**config.mk**
```make
export PLATFORM = sky130hd
export DESIGN_NAME = cht_front
export DESIGN_NICKNAME = d
export VERILOG_FILES = /design/src/cht_pkg.sv /design/src/cht_front.sv
export VERILOG_INCLUDE_DIRS = /design/src /design/src/src
export SDC_FILE = /design/constraint.sdc
export NUM_CORES = 1
export LEC_CHECK = 0
export BUFFER_PORTS_ARGS = -buffer_cell sky130_fd_sc_hd__buf_2
export CAP_MARGIN = 0
export CORE_MARGIN = 4
export CORE_UTILIZATION = 55
export DETAILED_ROUTE_END_ITERATION = 8
export PLACE_DENSITY = 0.84
export SLEW_MARGIN = 10
export SYNTH_ARGS = -nofsm -noshare
export SYNTH_HDL_FRONTEND = slang
export SYNTH_SLANG_ARGS = --single-unit
```
**constraint.sdc**
```tcl
create_clock -name clk_i -period 8.16 [get_ports clk_i]
set_input_delay 0.408 -clock clk_i [delete_from_list [all_inputs] [get_ports clk_i]]
set_output_delay 0.408 -clock clk_i [all_outputs]
set_load 0.01 [all_outputs]
```
**src/chained_hash_table_top_defines.svh**
```systemverilog
// assertion macros for the chained hash table
`ifndef CHAINED_HASH_TABLE_TOP_DEFINES_SVH
`define CHAINED_HASH_TABLE_TOP_DEFINES_SVH
`ifndef SYNTHESIS
`define CHT_ASSERT(label, clk, rst_n, prop, msg) \
  label: assert property (@(posedge clk) disable iff (!rst_n) (prop)) else $error(msg);
`define CHT_ASSERT_NEXT(label, clk, rst_n, pre, post, msg) \
  label: assert property (@(posedge clk) disable iff (!rst_n) (pre) |=> (post)) else $error(msg);
`else
`define CHT_ASSERT(label, clk, rst_n, prop, msg)
`define CHT_ASSERT_NEXT(label, clk, rst_n, pre, post, msg)
`endif
`endif

```
**src/cht_pkg.sv**
```systemverilog
`timescale 1ns / 1ps
package cht_pkg;
  typedef enum logic [1:0] {
    FUNC_FIND   = 2'd0,
    FUNC_INSERT = 2'd1,
    FUNC_ERASE  = 2'd2,
    FUNC_FIND_OR_INSERT = 2'd3
  } func_e;

  typedef enum logic [1:0] {
    STATUS_OK     = 2'd0,
    STATUS_ABSENT = 2'd1,
    STATUS_FULL   = 2'd2,
    STATUS_RSVD   = 2'd3
  } status_e;

  localparam int unsigned SumW = 12;
endpackage

```
**src/cht_front.sv**
```systemverilog
`timescale 1ns / 1ps
`include "chained_hash_table_top_defines.svh"
// front: byte sum then remainder by shift and subtract, one step a cycle
module cht_front #(
  parameter int unsigned Buckets  = 256,
  parameter int unsigned KeyBytes = 4,
  parameter int unsigned BktW     = 8
) (
  input  logic              clk_i,
  input  logic              rst_ni,
  input  logic [8:0]        num_buckets_q_i,
  input  logic              push_i,
  output logic              full_o,
  input  logic [1:0]        func_i,
  input  logic [31:0]       key_i,
  input  logic [31:0]       value_i,
  output logic              fq_push_o,
  input  logic              fq_full_i,
  output logic [1:0]        fq_func_o,
  output logic [31:0]       fq_key_o,
  output logic [31:0]       fq_value_o,
  output logic [BktW-1:0]   fq_bucket_o
);
  localparam int unsigned ModW = $clog2(Buckets + 1);
  localparam logic [ModW-1:0] BucketsC = ModW'(Buckets);
  localparam int unsigned NumSteps = cht_pkg::SumW - 1;
  localparam int unsigned CntW = $clog2(NumSteps + 1);
  localparam int unsigned ShW = cht_pkg::SumW + ModW;

  logic              busy_q, busy_d;
  logic [1:0]        func_q;
  logic [31:0]       key_q, value_q;
  logic [cht_pkg::SumW-1:0] rem_q, rem_d, sum;
  logic [ModW-1:0]   mod_q, nb_eff;
  logic [CntW-1:0]   cnt_q, cnt_d;
  logic [ShW-1:0]    mod_sh;

  // byte sum of the key
  always_comb begin
    sum = '0;
    for (int i = 0; i < KeyBytes; i++) begin
      if (i < 4) sum = sum + cht_pkg::SumW'(key_i[8*(i%4) +: 8]);
    end
  end

  // effective modulus, clamped to one and to the bucket count
  always_comb begin
    if (num_buckets_q_i == 9'd0) nb_eff = ModW'(1);
    else if ({{(32-9){1'b0}}, num_buckets_q_i} > 32'(Buckets)) nb_eff = BucketsC;
    else nb_eff = ModW'(num_buckets_q_i);
  end

  logic rem_done;
  assign rem_done = cnt_q == '0;
  assign mod_sh   = ShW'(mod_q) << (cnt_q - CntW'(1));
  assign full_o   = busy_q;
  assign fq_push_o = busy_q && rem_done && !fq_full_i;
  assign fq_func_o = func_q;
  assign fq_key_o = key_q;
  assign fq_value_o = value_q;
  assign fq_bucket_o = BktW'(rem_q);

  // sum is below modulus times 2^NumSteps, so NumSteps steps leave the remainder
  always_comb begin
    busy_d = busy_q;
    rem_d  = rem_q;
    cnt_d  = cnt_q;
    if (!busy_q) begin
      if (push_i) begin
        busy_d = 1'b1;
        rem_d  = sum;
        cnt_d  = CntW'(NumSteps);
      end
    end else if (!rem_done) begin
      cnt_d = cnt_q - CntW'(1);
      if (ShW'(rem_q) >= mod_sh) rem_d = rem_q - cht_pkg::SumW'(mod_sh);
    end else if (!fq_full_i) begin
      busy_d = 1'b0;
    end
  end

  always_ff @(posedge clk_i or negedge rst_ni) begin
    if (!rst_ni) begin
      busy_q <= 1'b0;
    end else begin
      busy_q <= busy_d;
    end
  end

  always_ff @(posedge clk_i) begin
    rem_q <= rem_d;
    cnt_q <= cnt_d;
    if (!busy_q && push_i) begin
      func_q  <= func_i;
      key_q   <= key_i;
      value_q <= value_i;
      mod_q   <= nb_eff;
    end
  end

  `CHT_ASSERT(a_fr_rem_ok, clk_i, rst_ni, !fq_push_o || (rem_q < cht_pkg::SumW'(mod_q)), "bucket not reduced")
  `CHT_ASSERT(a_fr_mod_nz, clk_i, rst_ni, !busy_q || (mod_q != '0), "zero modulus")
  `CHT_ASSERT_NEXT(a_fr_take, clk_i, rst_ni, fq_push_o, !busy_q, "front did not release")
endmodule

```
==> flow_summary_export.csv <==
group,metric,value,unit
status,outcome,"completed",
sta,max_freq,200.5,MHz
place,place.gp.congestion,0.9721,
pwr,powerDensity,404.3,mW/mm^2
clocking,clock-sinks,92,
synthesis,synth-edff-count,91,
sta,rsz0062_at_grt,"false",
floorplanning,boundaryPins,155,
routing,postRouteAntennaNets,0,
clocking,clk_latency,350,ps
floorplanning,core,0.008678,sq mm
floorplanning,rows,34,
grt,grt_pass1_vias,3435,
hold_path,whs_path_depth,1,
sta,setup_violations,0,
layout,area_delta_synth_final,21.00,%
routing,wl_per_cell,16.62,um
sta,period_share,61.13,%
clocking,clk_pin_slew,100,ps
synthesis,synth_cell_type_count,52,
layout,fin_nets,642,
synthesis,ys_ff_latch,92,
synthesis,syn_nets,492,
clocking,root_buffer,"clkbuf_8",
routing,wirelength,10.54,mm
routing,firstDrtPassIters,5,
clocking,cts_buffer_depth,2,
floorplanning,die_y,102.1,um
synthesis,synth_async_sr_flop_share,1.087,%
sta,setup_tns,0,ps
critical_path,critPathLaunch,"cnt_q[0]$_SDFFCE_PN1P_",
layout,drive_above_1_share,34.98,%
clocking,cts_max_level,3,
grt,grtUsageTotal,20.69,%
synthesis,synth_flop_cell,"edfxtp_1",
clocking,cts_buffers,9,
pwr,leakage,2.440,nW
critical_path,worstSetupPathType,"flip-flop to flip-flop",
critical_path,timing.rr.end,"rem_q[7]$_DFFE_PP_",
critical_path,worstPathArrival,4970,ps
synthesis,synth_cells,371,
critical_path,critPathMaxFanout,24,
layout,instances_no_fill,634,
sta,skew,9.798,ps
critical_path,worst_setup_path_end_kind,"flip-flop",
clocking,cts_tree,"built",
place,dpl.hpwl,8.234,mm
routing,num_vias,3499,
floorplanning,start_util,56.16,%
flow_run,drv_cap,0,
critical_path,r2r_setup_slack,3170,ps
place,io_buffers,154,
grt,antenna_found_initial,0,
routing,drc,0,
synthesis,synth_warnings,0,
hold_path,worst_hold_path_type,"input pin to flip-flop",
floorplanning,fp.dieW,102.1,um
critical_path,worstReg2RegStart,"cnt_q[0]$_SDFFCE_PN1P_",
layout,insertedDiodeCount,0,
critical_path,cp-start-kind,"flip-flop",
routing,dr.first_iter.drc_count,158,
hold_path,hold_path_end,"fq_value_o[3]$_DFFE_PP_",
grt,grt_max_degree,40,
clocking,post_cts_resized,0,
sta,max_slew.worst_pin.slew,1056,ps
floorplanning,die-area,0.01043,sq mm
pwr,ir_drop,0.2236,mV
grt,grt-ovfl-total,0,
critical_path,reg2regPathDepth,11,
hold_path,worstHoldStart,"value_i[3]",
grt,grt_pass1_wl,16.50,mm
sta,hold_viol_final,0,
sta,slew-limit-headroom,29.43,%
critical_path,required,8140,ps
place,dp.cells,617,
synthesis,avgSynthCellArea,13.14,sq um
sta,slew_viol_final,0,
sta,final.min_clock_period,4988,ps
synthesis,synth-seq-area-share,56.59,%
clocking,post-cts-setup-buffers,0,
synthesis,synth_area,0.004873,sq mm
routing,avgViaCountPerCell,5.519,
synth_stat cells (all sizes together) (3+ instances only):
master	instances	share of area (%)
a21o	4	0.62
buf	13	1.9
and2	9	1.2
nand3	3	0.31
nand2	28	2.2
xor2	5	1.1
nor2	31	2.4
and3	3	0.39
edfxtp	91	56
a21oi	18	1.8
nor3	7	0.95
fa	17	7.0
a31oi	3	0.39
inv	17	1.3
o21ai	17	1.7
ha	25	6.4
a211oi	8	1.3
nor2b	5	0.64
xnor2	8	1.4
clkbuf	5	0.39
nand2b	5	0.64
nor4	3	0.39
mux2i	13	2.7
area by class of cell:
| cell class | count | area, sq um |
|---|---|---|
| Clock buffer | 9 | 123.9 |
| Clock inverter | 7 | 71.32 |
| Fill cell | 645 | 2781 |
| Inverter | 17 | 63.81 |
| Multi-Input combinational cell | 244 | 1949 |
| Sequential cell | 92 | 2758 |
| Tap cell | 108 | 135.1 |
| Timing Repair Buffer | 157 | 795.8 |
cells by family after synthesis:
group,count (synthesis),synth area share [%]
buffers and inverters,35,3.569
flip-flops,92,56.59
AND/OR/NAND/NOR,102,10.53
XOR/XNOR,13,2.490
adder cells (fa/ha/maj),42,13.40
AO/OA/AOI/OAI,70,9.371
multiplexers,17,4.056
per-layer routing:
layer / global-route usage, % / wire, um
met3: 5.597 / 760
met1: 25.19 / 4078
met5: 0 / 0
met2: 35.93 / 5521
met4: 6.660 / 178
power by group:
group | leakage, nW | switching, mW | internal, mW
Sequential | 0.839 | 0.0576 | 0.675
Combinational | 1.51 | 0.797 | 0.564
Clock | 0.0961 | 0.171 | 0.119
flip-flops by register name (all words and copies together), names as in the netlist:
signal / cells
cnt_q: 4
fq_func_o: 2
fq_key_o: 32
fq_value_o: 32
full_o: 1
mod_q: 9
rem_q: 12
layout by cell type, fill, tap and decap left out, drive strengths merged, types with 4 or more instances in the layout:
cell    Yosys  routed
xor2        5       5
nor2       31      31
ha         25      25
mux2i      13      13
a21o        4       4
and2        9       9
buf        13     156
clkbuf      5       9
nand2b      5       5
inv        17      20
nand2      28      28
edfxtp     91      91
o21ai      17      17
a211oi      8       8
xnor2       8       8
nor3        7       7
fa         17      17
a21oi      18      18
nor2b       5       5
timing repair:
item | 4_1_cts | 5_1_grt
hold buffers | 1 | 0
endpoints found under the setup margin | 0 | 0
endpoints found under the hold margin | 1 | 0
worst max path at each step:
stage	endpoint	slack (ps)
global route	rem_q[9]$_DFFE_PP_	2820
CTS	rem_q[3]$_DFFE_PP_	3220
floorplan	rem_q[0]$_DFFE_PP_	2800
global placement	rem_q[0]$_DFFE_PP_	3330
finish	rem_q[7]$_DFFE_PP_	3170
detailed placement	rem_q[0]$_DFFE_PP_	3200
critical path: stages, from the launching register on:
cell and delay [ps]:
edfxtp_1 820, inv_2 210, ha_1 850, mux2i_1 200, mux2_2 320, or3_1 320, ha_1 390, o21ai_0 100
a21o_1 190, a21oi_1 260, a221oi_1 160, a211oi_2 810
per-stage QoR:
step | hold slack (ps) | worst slack (ps) | area [sq um] | power [mW] | util (%)
3_3_place_gp | 183.4 | 3331 | 5692 | 2.044 | 65.59
6_report | 222.6 | 3172 | 5897 | 2.384 | 67.95
2_1_floorplan | 112.4 | 2804 | 4873 | 1.809 | -
3_5_place_dp | 186.9 | 3201 | 5692 | 2.073 | 65.59
5_1_grt | 178.7 | 2821 | 5897 | 2.575 | 67.95
4_1_cts | 201.6 | 3217 | 5897 | 2.374 | 67.95
Note: power is estimated with default switching activity, not from simulation.
